[src/rtl/axofp_pkg.sv]
// ----------------------------------------------------------------------------
// axofp_pkg
// types and codes shared by the ascii x/y offset frame parser
// ----------------------------------------------------------------------------
package axofp_pkg;

    // result kinds
    localparam logic [1:0] EV_NONE    = 2'd0;
    localparam logic [1:0] EV_COMMIT  = 2'd1;
    localparam logic [1:0] EV_DISCARD = 2'd2;

    localparam int RES_DATA_W = 96;

    typedef struct packed {
        logic       command;
        logic [7:0] data_byte;
    } item_t;

    typedef struct packed {
        logic [1:0]         event_res;
        logic signed [15:0] x_offset;
        logic signed [15:0] y_offset;
        logic [31:0]        good_frames;
        logic [31:0]        dropped_frames;
    } result_t;

endpackage

[src/rtl/ascii_xy_offset_frame_parser.sv]
// ----------------------------------------------------------------------------
// ascii_xy_offset_frame_parser
// parses X[+|-]digits Y[+|-]digits frames into clamped 16-bit offsets
// ----------------------------------------------------------------------------
//  channel   dir  tdata                                   tuser
//  s_axis    in   [7:0] data_byte                         [0] command (1 = flush)
//  m_axis    out  [15:0] x, [31:16] y, [63:32] good,      [1:0] event_res
//                 [95:64] dropped
//
//  one item per cycle while the output is not stalled; each item goes
//  through an input register, the parser update and an output register.
//  rst_n clears parser state, counters and both valid flags.
//  a stalled output holds its item while one more item waits in the input
//  register; s_tready drops only when both are full.
// ----------------------------------------------------------------------------
module ascii_xy_offset_frame_parser #(
    parameter int COUNT_WIDTH = 32
) (
    input  logic        clk,
    input  logic        rst_n,
    input  logic        s_tvalid,
    output logic        s_tready,
    input  logic [7:0]  s_tdata,   // [7:0] data_byte
    input  logic        s_tuser,   // [0] command
    output logic        m_tvalid,
    input  logic        m_tready,
    output logic [95:0] m_tdata,   // x_offset, y_offset, good_frames, dropped_frames
    output logic [1:0]  m_tuser    // [1:0] event_res
);

    logic               in_vld_reg, in_vld_next;
    axofp_pkg::item_t   in_item_reg;
    logic               out_vld_reg, out_vld_next;
    axofp_pkg::result_t out_res_reg;
    axofp_pkg::result_t res;
    logic               out_free;
    logic               step;
    logic               s_fire;

    assign out_free = !out_vld_reg || m_tready;
    assign step     = in_vld_reg && out_free;
    assign s_tready = !in_vld_reg || out_free;
    assign s_fire   = s_tvalid && s_tready;

    always_comb
    begin
        in_vld_next = in_vld_reg;
        if (s_fire)
        begin
            in_vld_next = 1'b1;
        end
        else if (step)
        begin
            in_vld_next = 1'b0;
        end

        out_vld_next = out_vld_reg;
        if (step)
        begin
            out_vld_next = 1'b1;
        end
        else if (m_tready)
        begin
            out_vld_next = 1'b0;
        end
    end

    always_ff @(posedge clk or negedge rst_n)
    begin
        if (!rst_n)
        begin
            in_vld_reg  <= 1'b0;
            out_vld_reg <= 1'b0;
        end
        else
        begin
            in_vld_reg  <= in_vld_next;
            out_vld_reg <= out_vld_next;
        end
    end

    always_ff @(posedge clk)
    begin
        if (s_fire)
        begin
            in_item_reg.command   <= s_tuser;
            in_item_reg.data_byte <= s_tdata;
        end
        if (step)
        begin
            out_res_reg <= res;
        end
    end

    axofp_core #(
        .COUNT_WIDTH (COUNT_WIDTH)
    ) u_core (
        .clk    (clk),
        .rst_n  (rst_n),
        .step   (step),
        .item   (in_item_reg),
        .result (res)
    );

    assign m_tvalid = out_vld_reg;
    assign m_tuser  = out_res_reg.event_res;
    assign m_tdata  = {out_res_reg.dropped_frames, out_res_reg.good_frames,
                       out_res_reg.y_offset, out_res_reg.x_offset};

endmodule

[src/rtl/axofp_core.sv]
// ----------------------------------------------------------------------------
// axofp_core
// parser state and combinational update for one item
// ----------------------------------------------------------------------------
module axofp_core #(
    parameter int COUNT_WIDTH = 32
) (
    input  logic              clk,
    input  logic              rst_n,
    input  logic              step,
    input  axofp_pkg::item_t  item,
    output axofp_pkg::result_t result
);

    localparam logic [1:0] PH_WAIT = 2'd0;
    localparam logic [1:0] PH_X    = 2'd1;
    localparam logic [1:0] PH_Y    = 2'd2;

    localparam logic [15:0] MAG_LIMIT  = 16'h8000;
    localparam logic [15:0] OFFSET_MAX = 16'h7FFF;
    localparam logic [15:0] OFFSET_MIN = 16'h8000;

    localparam logic [7:0] CH_X_UP   = 8'h58;
    localparam logic [7:0] CH_X_LO   = 8'h78;
    localparam logic [7:0] CH_Y_UP   = 8'h59;
    localparam logic [7:0] CH_Y_LO   = 8'h79;
    localparam logic [7:0] CH_PLUS   = 8'h2B;
    localparam logic [7:0] CH_MINUS  = 8'h2D;
    localparam logic [7:0] CH_ZERO   = 8'h30;
    localparam logic [7:0] CH_NINE   = 8'h39;

    function automatic logic [15:0] to_offset(input logic [15:0] mag, input logic neg);
        logic [15:0] r;
        if (neg)
        begin
            r = (mag >= MAG_LIMIT) ? OFFSET_MIN : (16'h0000 - mag);
        end
        else
        begin
            r = (mag > OFFSET_MAX) ? OFFSET_MAX : mag;
        end
        return r;
    endfunction

    // mag * 10 + d, saturated at 32768
    function automatic logic [15:0] add_digit(input logic [15:0] mag, input logic [3:0] d);
        logic [19:0] v;
        v = 20'({mag, 3'b000}) + 20'({mag, 1'b0}) + 20'(d);
        return (v > 20'(MAG_LIMIT)) ? MAG_LIMIT : v[15:0];
    endfunction

    logic [1:0]             phase_reg, phase_next;
    logic                   x_neg_reg, x_neg_next;
    logic                   y_neg_reg, y_neg_next;
    logic [15:0]            x_mag_reg, x_mag_next;
    logic [15:0]            y_mag_reg, y_mag_next;
    logic                   x_seen_reg, x_seen_next;
    logic                   y_seen_reg, y_seen_next;
    logic [15:0]            last_x_reg, last_x_next;
    logic [15:0]            last_y_reg, last_y_next;
    logic [COUNT_WIDTH-1:0] good_reg, good_next;
    logic [COUNT_WIDTH-1:0] bad_reg, bad_next;

    logic       is_x, is_y, is_sign, is_digit, is_minus;
    logic [3:0] digit;
    logic       y_ready;
    logic       do_commit, do_discard, do_clear, enter_x;
    logic [1:0] ev;

    always_comb
    begin
        is_x     = (item.data_byte == CH_X_UP) || (item.data_byte == CH_X_LO);
        is_y     = (item.data_byte == CH_Y_UP) || (item.data_byte == CH_Y_LO);
        is_minus = (item.data_byte == CH_MINUS);
        is_sign  = (item.data_byte == CH_PLUS) || is_minus;
        is_digit = (item.data_byte >= CH_ZERO) && (item.data_byte <= CH_NINE);
        digit    = item.data_byte[3:0];
        // unused phase code behaves as the y phase
        y_ready  = phase_reg[1] && y_seen_reg;

        phase_next  = phase_reg;
        x_neg_next  = x_neg_reg;
        y_neg_next  = y_neg_reg;
        x_mag_next  = x_mag_reg;
        y_mag_next  = y_mag_reg;
        x_seen_next = x_seen_reg;
        y_seen_next = y_seen_reg;
        last_x_next = last_x_reg;
        last_y_next = last_y_reg;
        good_next   = good_reg;
        bad_next    = bad_reg;

        do_commit  = 1'b0;
        do_discard = 1'b0;
        do_clear   = 1'b0;
        enter_x    = 1'b0;

        if (item.command)
        begin
            do_commit = y_ready;
        end
        else if (is_x)
        begin
            do_commit = y_ready;
            do_clear  = 1'b1;
            enter_x   = 1'b1;
        end
        else
        begin
            case (phase_reg)
                PH_WAIT:
                begin
                end
                PH_X:
                begin
                    if (is_sign && !x_seen_reg && (x_mag_reg == 16'd0))
                    begin
                        x_neg_next = is_minus;
                    end
                    else if (is_digit)
                    begin
                        x_mag_next  = add_digit(x_mag_reg, digit);
                        x_seen_next = 1'b1;
                    end
                    else if (is_y && x_seen_reg)
                    begin
                        phase_next = PH_Y;
                    end
                    else
                    begin
                        do_discard = 1'b1;
                    end
                end
                default:
                begin
                    if (is_sign && !y_seen_reg && (y_mag_reg == 16'd0))
                    begin
                        y_neg_next = is_minus;
                    end
                    else if (is_digit)
                    begin
                        y_mag_next  = add_digit(y_mag_reg, digit);
                        y_seen_next = 1'b1;
                    end
                    else if (y_seen_reg)
                    begin
                        do_commit = 1'b1;
                    end
                    else
                    begin
                        do_discard = 1'b1;
                    end
                end
            endcase
        end

        if (do_commit)
        begin
            last_x_next = to_offset(x_mag_reg, x_neg_reg);
            last_y_next = to_offset(y_mag_reg, y_neg_reg);
            good_next   = good_reg + COUNT_WIDTH'(1);
        end
        if (do_discard)
        begin
            bad_next = bad_reg + COUNT_WIDTH'(1);
        end
        if (do_commit || do_discard || do_clear)
        begin
            phase_next  = PH_WAIT;
            x_neg_next  = 1'b0;
            y_neg_next  = 1'b0;
            x_mag_next  = 16'd0;
            y_mag_next  = 16'd0;
            x_seen_next = 1'b0;
            y_seen_next = 1'b0;
        end
        if (enter_x)
        begin
            phase_next = PH_X;
        end

        if (do_commit)
        begin
            ev = axofp_pkg::EV_COMMIT;
        end
        else if (do_discard)
        begin
            ev = axofp_pkg::EV_DISCARD;
        end
        else
        begin
            ev = axofp_pkg::EV_NONE;
        end

        result.event_res      = ev;
        result.x_offset       = $signed(last_x_next);
        result.y_offset       = $signed(last_y_next);
        result.good_frames    = 32'(good_next);
        result.dropped_frames = 32'(bad_next);
    end

    always_ff @(posedge clk or negedge rst_n)
    begin
        if (!rst_n)
        begin
            phase_reg  <= PH_WAIT;
            x_neg_reg  <= 1'b0;
            y_neg_reg  <= 1'b0;
            x_mag_reg  <= 16'd0;
            y_mag_reg  <= 16'd0;
            x_seen_reg <= 1'b0;
            y_seen_reg <= 1'b0;
            last_x_reg <= 16'd0;
            last_y_reg <= 16'd0;
            good_reg   <= '0;
            bad_reg    <= '0;
        end
        else if (step)
        begin
            phase_reg  <= phase_next;
            x_neg_reg  <= x_neg_next;
            y_neg_reg  <= y_neg_next;
            x_mag_reg  <= x_mag_next;
            y_mag_reg  <= y_mag_next;
            x_seen_reg <= x_seen_next;
            y_seen_reg <= y_seen_next;
            last_x_reg <= last_x_next;
            last_y_reg <= last_y_next;
            good_reg   <= good_next;
            bad_reg    <= bad_next;
        end
    end

endmodule

[config.mk]
export PLATFORM = sky130hd
export DESIGN_NAME = ascii_xy_offset_frame_parser
export DESIGN_NICKNAME = d
export VERILOG_FILES = /design/src/rtl/axofp_pkg.sv /design/src/rtl/ascii_xy_offset_frame_parser.sv /design/src/rtl/axofp_core.sv
export SDC_FILE = /design/constraint.sdc
export NUM_CORES = 1
export LEC_CHECK = 0
export ABC_AREA = 1
export ABC_CLOCK_PERIOD_IN_PS = 22200
export BUFFER_PORTS_ARGS = -buffer_cell sky130_fd_sc_hd__clkbuf_2
export CAP_MARGIN = 0
export CORE_UTILIZATION = 45
export DETAILED_ROUTE_END_ITERATION = 7
export PLACE_DENSITY = 0.71
export SLEW_MARGIN = 25
export SYNTH_ARGS = -nofsm -noshare
export SYNTH_HDL_FRONTEND = slang
export SYNTH_HIERARCHICAL = 1
export SYNTH_SLANG_ARGS = --single-unit
[constraint.sdc]
create_clock -name clk -period 22.2 [get_ports clk]
set_clock_uncertainty 0.1 [all_clocks]
set_input_delay 1.11 -clock clk [delete_from_list [all_inputs] [get_ports clk]]
set_output_delay 1.11 -clock clk [all_outputs]
set_load 0.03 [all_outputs]
==> key figures, run 1 <==
Yosys
  – Post-Syn Instances: 1,843
  – Synth Area per Inst: 7.87 um^2
  – Count of distinct cell types in the synthesized netlist: 46
  – Number of enable-type register cells in the synthesized netlist: around 110
  – Yosys reg bits: around 240
  – Dominant synthesized flop cell: sky130_fd_sc_hd__dfrtp_1
  – Async set-or-reset flop fraction in the synthesized netlist: 0.560
  – Count of yosys warnings during synthesis: 6
  – Synthesized netlist net count: 1,926
  – Portion of the post-synthesis area used by sequential elements: 0.456
  – Post-synthesis instance area: about 15,000 um^2

Cells and area
  – Most common cell after layout, fill and taps aside: sky130_fd_sc_hd__nand2_1
  – Antenna Diode Count: 0
  – Area Growth Syn to Fin: 13.5%
  – Commonest non-fill, non-tap cells in the layout: sky130_fd_sc_hd__nand2_1, sky130_fd_sc_hd__inv_1, sky130_fd_sc_hd__nor2_1, sky130_fd_sc_hd__o21ai_0, sky130_fd_sc_hd__dfrtp_1
  – Fillers: 2,925
  – Share of layout cells above drive strength 1: 0.0994
  – Net count of the finished layout: around 2.0k
  – Max FFs per register: between 90 and 100

Drt
  – Via density: 5.20
  – Number of optimization iterations in the first detailed-route pass: 6
  – Post-DRT Antenna Nets: 0
  – Routed via count: 12.3k
  – WL per Instance: between 10 and 15 um
  – Number of DRC markers after the initial detailed-route iteration: 959
  – Post-detailed-route DRC marker count: 0
  – Detailed-route wire length: 34.0 mm

STA
  – Total Neg Setup Slack: 0 ns
  – Post-route clock period utilization: 0.154
  – Fmax: between 200 and 300 MHz
  – Total count of max-transition violations in the final report: 0
  – Final setup margin: 18.79 ns
  – Min Tclk post-route: roughly 3.4 ns
  – Slew @ Worst Pin: 0.860 ns
  – RSZ-0062 raised after global routing: no
  – Final Hold Violating Endpoints: 0
  – Worst slew slack as a fraction of its limit: 0.421
  – Final setup fails: 0

Floorplanning
  – Initial core utilization: 0.459
  – Core outline area: between 30,000 and 40,000 um^2
  – Die outline width: between 150 and 200 um
  – Height of the chip: between 150 and 200 um
  – Total number of placement rows: 65
  – I/O pin count: 113
  – Die area: 33,000 um^2

Power
  – Portion of total power attributed to the clock network: 0.374
  – Switch Pwr: about 0.42 mW
  – Fraction of power spent switching nets: 0.313
  – Max VDD drop: 0.0000573 V
  – Leakage power figure: about 7.8 nW
  – Proportion of power drawn by flip-flops and latches: 0.420
  – Power density cells: 81.0 nW/um^2
  – Share of power burned in combinational logic: 0.206
  – Design internal power: 0.916 mW

Worst setup path
  – Endpoint class of the critical path: register
  – WP data required: around 23 ns
  – Crit start category: register
  – Class of the most critical setup path: register to register
  – Worst-path maximum fanout: 42
  – Worst EP arrival: 3.71 ns

GRT
  – Number of global-route vias before repair: roughly 11k
  – Antenna violations before repair: 0
  – Tot GR Track Use: 0.206
  – Largest net degree at the start of global routing: 256
  – Overflow left after global routing: 0
  – Wire length of the first global-routing pass: 56.0 mm

Status
  – Status: complete, no violations

Clocking
  – Maximum level of the CTS H-tree: 1
  – Total CTS buffers: 27
  – # resized after CTS: 0
  – Worst-path clk slew: 0.06 ns
  – Clock Path Buffers: 3
  – Number of buffers added to fix hold violations after cts: 0
  – Clock tree root buffer cell: sky130_fd_sc_hd__clkbuf_16
  – Clock tree from TritonCTS: built
  – CTS Sinks: ~240
  – Setup Buffers After CTS: 0
  – Source-to-sink clock delay at the later pin of the worst-skew pair: approximately 0.55 ns

Placed design
  – Quantity of I/O buffers inserted on ports: 112
  – DPL Wire Length: 25.0 mm
  – Final weighted congestion in routability-driven placement: 0.902
  – Setup slack after placement: 18.48 ns

Flow run
  – Maximum Capacitance Violations: 0

Hold path
  – Worst min-delay path class: register to register
[layer usage]
metal,global-route usage,wire (um),vias to the layer above
li1,-,-,6250
met1,0.286,16100,5657
met2,0.335,15500,327
met3,0.0279,1560,64
met4,0.0597,886,0
met5,0,0,-
[layout make-up]
| type | instances | area (um^2) | area share |
|---|---|---|---|
| tap | 402 | 503 | 0.0306 |
| clock buffer | 33 | 749 | 0.0455 |
| inverter | 214 | 803 | 0.0488 |
| sequential | 243 | 6620 | 0.402 |
| timing repair buffer | 118 | 644 | 0.0391 |
| clock inverter | 17 | 272 | 0.0165 |
| multi-input combinational | 1336 | 6880 | 0.418 |
[cell families after synthesis]
logic type                 after synthesis  synth area share
and+or+nand+nor                        934             0.270
buffers and inverters                  264            0.0708
DFF                                    243             0.456
xor gates and xnor gates                72            0.0435
AOI/OAI and AO/OA                      260            0.0971
adders and majority gates               70            0.0624
[final timing paths]
check	slack (ns)	to	cells after the start	start
hold / removal	0.38	u_core/last_y_reg[5]	2	u_core/last_y_reg[5]
max in group asynchronous	20.27	in_vld_reg	2	rst_n
min in group asynchronous	0.53	u_core/good_reg[14]	1	rst_n
hold reg to reg	0.38	u_core/last_y_reg[5]	2	u_core/last_y_reg[5]
setup reg to reg	18.79	u_core/good_reg[20]	16	in_item_reg[1]
setup / recovery	18.79	u_core/good_reg[20]	16	in_item_reg[1]
[Yosys cell counts, types with 3 or more instances]
| master | number | area share |
|---|---|---|
| sky130_fd_sc_hd__nor3_1 | 44 | 0.015 |
| sky130_fd_sc_hd__nand3b_1 | 8 | 0.0041 |
| sky130_fd_sc_hd__o21bai_1 | 12 | 0.0062 |
| sky130_fd_sc_hd__inv_2 | 7 | 0.0018 |
| sky130_fd_sc_hd__ha_1 | 66 | 0.057 |
| sky130_fd_sc_hd__o21ai_0 | 149 | 0.051 |
| sky130_fd_sc_hd__o21ai_1 | 23 | 0.0079 |
| sky130_fd_sc_hd__o21ai_2 | 4 | 0.0024 |
| sky130_fd_sc_hd__nand2_1 | 565 | 0.15 |
| sky130_fd_sc_hd__a21oi_1 | 45 | 0.016 |
| sky130_fd_sc_hd__a31oi_1 | 16 | 0.0069 |
| sky130_fd_sc_hd__xnor2_1 | 7 | 0.0042 |
| sky130_fd_sc_hd__edfxtp_1 | 107 | 0.22 |
| sky130_fd_sc_hd__buf_1 | 7 | 0.0018 |
| sky130_fd_sc_hd__fa_1 | 4 | 0.0055 |
| sky130_fd_sc_hd__nand4_1 | 35 | 0.015 |
| sky130_fd_sc_hd__buf_2 | 14 | 0.0048 |
| sky130_fd_sc_hd__nor2_2 | 4 | 0.0017 |
| sky130_fd_sc_hd__nand3_1 | 89 | 0.031 |
| sky130_fd_sc_hd__nor2_1 | 158 | 0.041 |
| sky130_fd_sc_hd__xor2_1 | 65 | 0.039 |
| sky130_fd_sc_hd__o211ai_1 | 3 | 0.0016 |
| sky130_fd_sc_hd__nor4_1 | 10 | 0.0043 |
| sky130_fd_sc_hd__nand2_2 | 4 | 0.0017 |
| sky130_fd_sc_hd__clkbuf_1 | 26 | 0.0067 |
| sky130_fd_sc_hd__inv_1 | 206 | 0.053 |
| sky130_fd_sc_hd__dfrtp_1 | 136 | 0.23 |
| sky130_fd_sc_hd__and2_1 | 5 | 0.0022 |
[critical path, cell delays in order (launching register included)]
cell and delay, ns:
sky130_fd_sc_hd__edfxtp_1 0.50, sky130_fd_sc_hd__nor2_1 0.14, sky130_fd_sc_hd__nand2_1 0.07, sky130_fd_sc_hd__nor2_1 0.09, sky130_fd_sc_hd__nor2_1 0.08, sky130_fd_sc_hd__nand2_1 0.07, sky130_fd_sc_hd__nand2_1 0.05, sky130_fd_sc_hd__buf_4 0.25
sky130_fd_sc_hd__inv_2 0.39, sky130_fd_sc_hd__buf_4 0.43, sky130_fd_sc_hd__nand2_1 0.17, sky130_fd_sc_hd__nor2_1 0.22, sky130_fd_sc_hd__nand3_1 0.22, sky130_fd_sc_hd__o21ai_0 0.21, sky130_fd_sc_hd__nand2_1 0.10, sky130_fd_sc_hd__nand2_1 0.06
sky130_fd_sc_hd__o21ai_0 0.09
[power groups by stage]
stage          logic [mW]  registers (mW)  clock network [mW]
3_3_place_gp        0.265           0.566                   0
3_5_place_dp        0.271           0.568                   0
6_report            0.275           0.559               0.499
2_1_floorplan       0.164           0.600                   0
4_1_cts             0.273           0.559               0.509
5_1_grt             0.306           0.565               0.526
[per-stage QoR]
step	util	cells	instance area (um^2)	total power [mW]	hold WS, ns
CTS	0.520	2362	16400	1.34	0.381
finish	0.520	2363	16500	1.33	0.379
global route	0.520	2363	16500	1.40	0.402
global placement	0.487	2312	15400	0.832	0.362
floorplan	-	1843	14500	0.764	0.348
detailed placement	0.487	2312	15400	0.839	0.365
(Power assumes the default switching activity.)
==> inputs of run 2 (changes only) <==
ABC_CLOCK_PERIOD_IN_PS = 2990   (was 22200)
PLACE_DENSITY = 0.73   (was 0.71)
clock period = 2.99 ns   (was 22.2 ns; I/O delays follow)
==> run 2 against run 1 <==
  * Non-clock buffer count rose by 60
  * Routed wire length is 6.7% higher
  * Utilization increased by 2.0 points
  * Via count increased by 3.2%
  * Combinational power increased to 8.1 times the previous value
  * Count of clock-buffer cells in the layout is 1 higher
  * First-iteration DRC count decreased by 2.8%
  * Sequential power grew to 7.4 times the previous value
  * Hold slack lost 0.29 ns
  * Die area unchanged
  * Global-route usage up 1.5 points
  * Critical path type unchanged
  * Critical endpoint is now u_core/x_mag_reg[2]
  * Highest routed layer unchanged
==> key figures, run 2 (synthesis gave the netlist of run 1 again) <==
Worst setup path
  – Class of the most critical setup path: register to register
  – Worst EP arrival: 3.33 ns
  – Crit start category: register
  – Endpoint class of the critical path: register
  – Worst-path maximum fanout: 6
  – WP data required: 3.35 ns

Floorplanning
  – I/O pin count: between 100 and 150
  – Die outline width: 182 um
  – Height of the chip: around 180 um
  – Die area: 33,000 um^2
  – Core outline area: 31,600 um^2
  – Initial core utilization: 0.459
  – Total number of placement rows: 65

Drt
  – Number of DRC markers after the initial detailed-route iteration: 932
  – Detailed-route wire length: approximately 36 mm
  – Post-DRT Antenna Nets: 0
  – Post-detailed-route DRC marker count: 0
  – Number of optimization iterations in the first detailed-route pass: 5
  – Routed via count: 12.7k
  – WL per Instance: 15.0 um
  – Via density: between 5 and 6

Placed design
  – Area after DPL: about 16,000 um^2
  – Placed insts: approximately 2.3k
  – Final weighted congestion in routability-driven placement: 0.913
  – Setup slack after placement: -0.0754 ns
  – Quantity of I/O buffers inserted on ports: 112
  – DPL Wire Length: 26.5 mm

Power
  – Power density cells: 581 nW/um^2
  – Share of power burned in combinational logic: 0.225
  – Proportion of power drawn by flip-flops and latches: 0.416
  – Fraction of power spent switching nets: 0.316
  – Leakage power figure: 8.07 nW
  – Total power: 9.92 mW
  – Portion of total power attributed to the clock network: 0.359
  – Design internal power: 6.79 mW
  – Switch Pwr: approximately 3.1 mW
  – Max VDD drop: 0.000421 V

GRT
  – Overflow left after global routing: 0
  – Antenna violations before repair: 0
  – Met1 Usage GRT: 0.306
  – Wire length of the first global-routing pass: 59.8 mm
  – Layer with the highest usage after global routing: met2
  – Number of global-route vias before repair: between 10k and 15k
  – Global-route track usage on met3: 0.0265
  – Largest net degree at the start of global routing: 254
  – Tot GR Track Use: 0.221
  – Met2 track demand over resource: 0.367

STA
  – Min Tclk post-route: 2.97 ns
  – Total Neg Setup Slack: 0 ns
  – Fmax: 336 MHz
  – Post-route clock period utilization: 0.995
  – Hold_ws: 0.0858 ns
  – Worst slew slack as a fraction of its limit: 0.515
  – Final setup margin: 0.0156 ns
  – Slew @ Worst Pin: 0.728 ns
  – Final setup fails: 0
  – RSZ-0062 raised after global routing: yes
  – Final Hold Violating Endpoints: 0
  – Total count of max-transition violations in the final report: 0

Cells and area
  – Max FFs per register: 96
  – Net count of the finished layout: 2,082
  – Area Growth Syn to Fin: 17.8%
  – Commonest non-fill, non-tap cells in the layout: sky130_fd_sc_hd__nand2_1, sky130_fd_sc_hd__inv_1, sky130_fd_sc_hd__nor2_1, sky130_fd_sc_hd__dfrtp_1, sky130_fd_sc_hd__clkbuf_2
  – Antenna Diode Count: 0
  – Fillers: 2,918
  – Share of layout cells above drive strength 1: 0.142
  – Final core area utilization: 0.540
  – Most common cell after layout, fill and taps aside: sky130_fd_sc_hd__nand2_1
  – Number of cells in the finished layout apart from fillers: 2,421
  – Area of all placed cells without fillers: 17,100 um^2

Clocking
  – CTS Sinks: roughly 240
  – Maximum level of the CTS H-tree: 1
  – Source-to-sink clock delay at the later pin of the worst-skew pair: 0.55 ns
  – Clock tree root buffer cell: sky130_fd_sc_hd__clkbuf_16
  – Clock Path Buffers: 3
  – Total CTS buffers: 26
  – Clock tree from TritonCTS: built
  – Worst-path clk slew: 0.06 ns

Flow run
  – Maximum Capacitance Violations: 0

Status
  – Status: complete, no violations

Hold path
  – Worst min-delay path class: primary input to asynchronous set/reset pin
-- run 2: worst max-delay path, stage by stage, from the launching register on --
cell and delay [ns]:
sky130_fd_sc_hd__edfxtp_1 0.41, sky130_fd_sc_hd__inv_2 0.12, sky130_fd_sc_hd__fa_2 0.47, sky130_fd_sc_hd__fa_2 0.42, sky130_fd_sc_hd__inv_2 0.08, sky130_fd_sc_hd__nand2_2 0.05, sky130_fd_sc_hd__nand2_2 0.10, sky130_fd_sc_hd__nand3_2 0.08
sky130_fd_sc_hd__nand2_2 0.10, sky130_fd_sc_hd__nand2_2 0.05, sky130_fd_sc_hd__nand2_2 0.08, sky130_fd_sc_hd__nand3_2 0.07, sky130_fd_sc_hd__nor2_1 0.11, sky130_fd_sc_hd__nand3_1 0.07, sky130_fd_sc_hd__nand2_1 0.08, sky130_fd_sc_hd__nand4_1 0.16
sky130_fd_sc_hd__buf_6 0.19, sky130_fd_sc_hd__o21bai_1 0.15
-- run 2: worst paths after layout --
check	slack [ns]	cells after the start	end	startpoint
worst max-delay path	0.02	17	u_core/x_mag_reg[2]	in_item_reg[3]
worst min-delay path	0.09	2	u_core/bad_reg[26]	rst_n
worst max register to register	0.02	17	u_core/x_mag_reg[2]	in_item_reg[3]
worst min register to register	0.38	2	u_core/last_y_reg[14]	u_core/last_y_reg[14]
max in group asynchronous	1.93	3	u_core/y_mag_reg[6]	rst_n
min in group clk	0.23	2	in_item_reg[0]	s_tdata[0]
-- run 2: area by class of cell --
type,count,area (um^2),area share
Clock buffer,34,742,0.0434
Clock inverter,14,219,0.0128
Inverter,214,806,0.0472
Multi-Input combinational cell,1336,7030,0.412
Sequential cell,243,6620,0.387
Tap cell,402,503,0.0294
Timing Repair Buffer,178,1160,0.0682
-- run 2: power by group through the flow --
stage | Sequential [mW] | Clock, mW | Combinational [mW]
2_1_floorplan | 4.44 | 0 | 1.27
3_3_place_gp | 4.19 | 0 | 2.09
3_5_place_dp | 4.19 | 0 | 2.13
4_1_cts | 4.13 | 3.64 | 2.15
5_1_grt | 4.17 | 3.77 | 2.48
6_report | 4.13 | 3.56 | 2.23
-- run 2: per-layer routing --
| metal | vias to the layer above | share of wire |
|---|---|---|
| li1 | 6376 | - |
| met1 | 5908 | 0.46 |
| met2 | 354 | 0.47 |
| met3 | 51 | 0.050 |
| met4 | 0 | 0.022 |
| met5 | - | 0 |
-- run 2: what timing repair did --
| item | 4_1_cts | 5_1_grt |
|---|---|---|
| setup buffers | 4 | 8 |
| hold endpoints to repair | 83 | 0 |
| pin swaps | 3 | 28 |
| hold buffers | 13 | 0 |
| resized for setup | 8 | 46 |
| setup endpoints to repair | 15 | 35 |
| cloned | 0 | 1 |
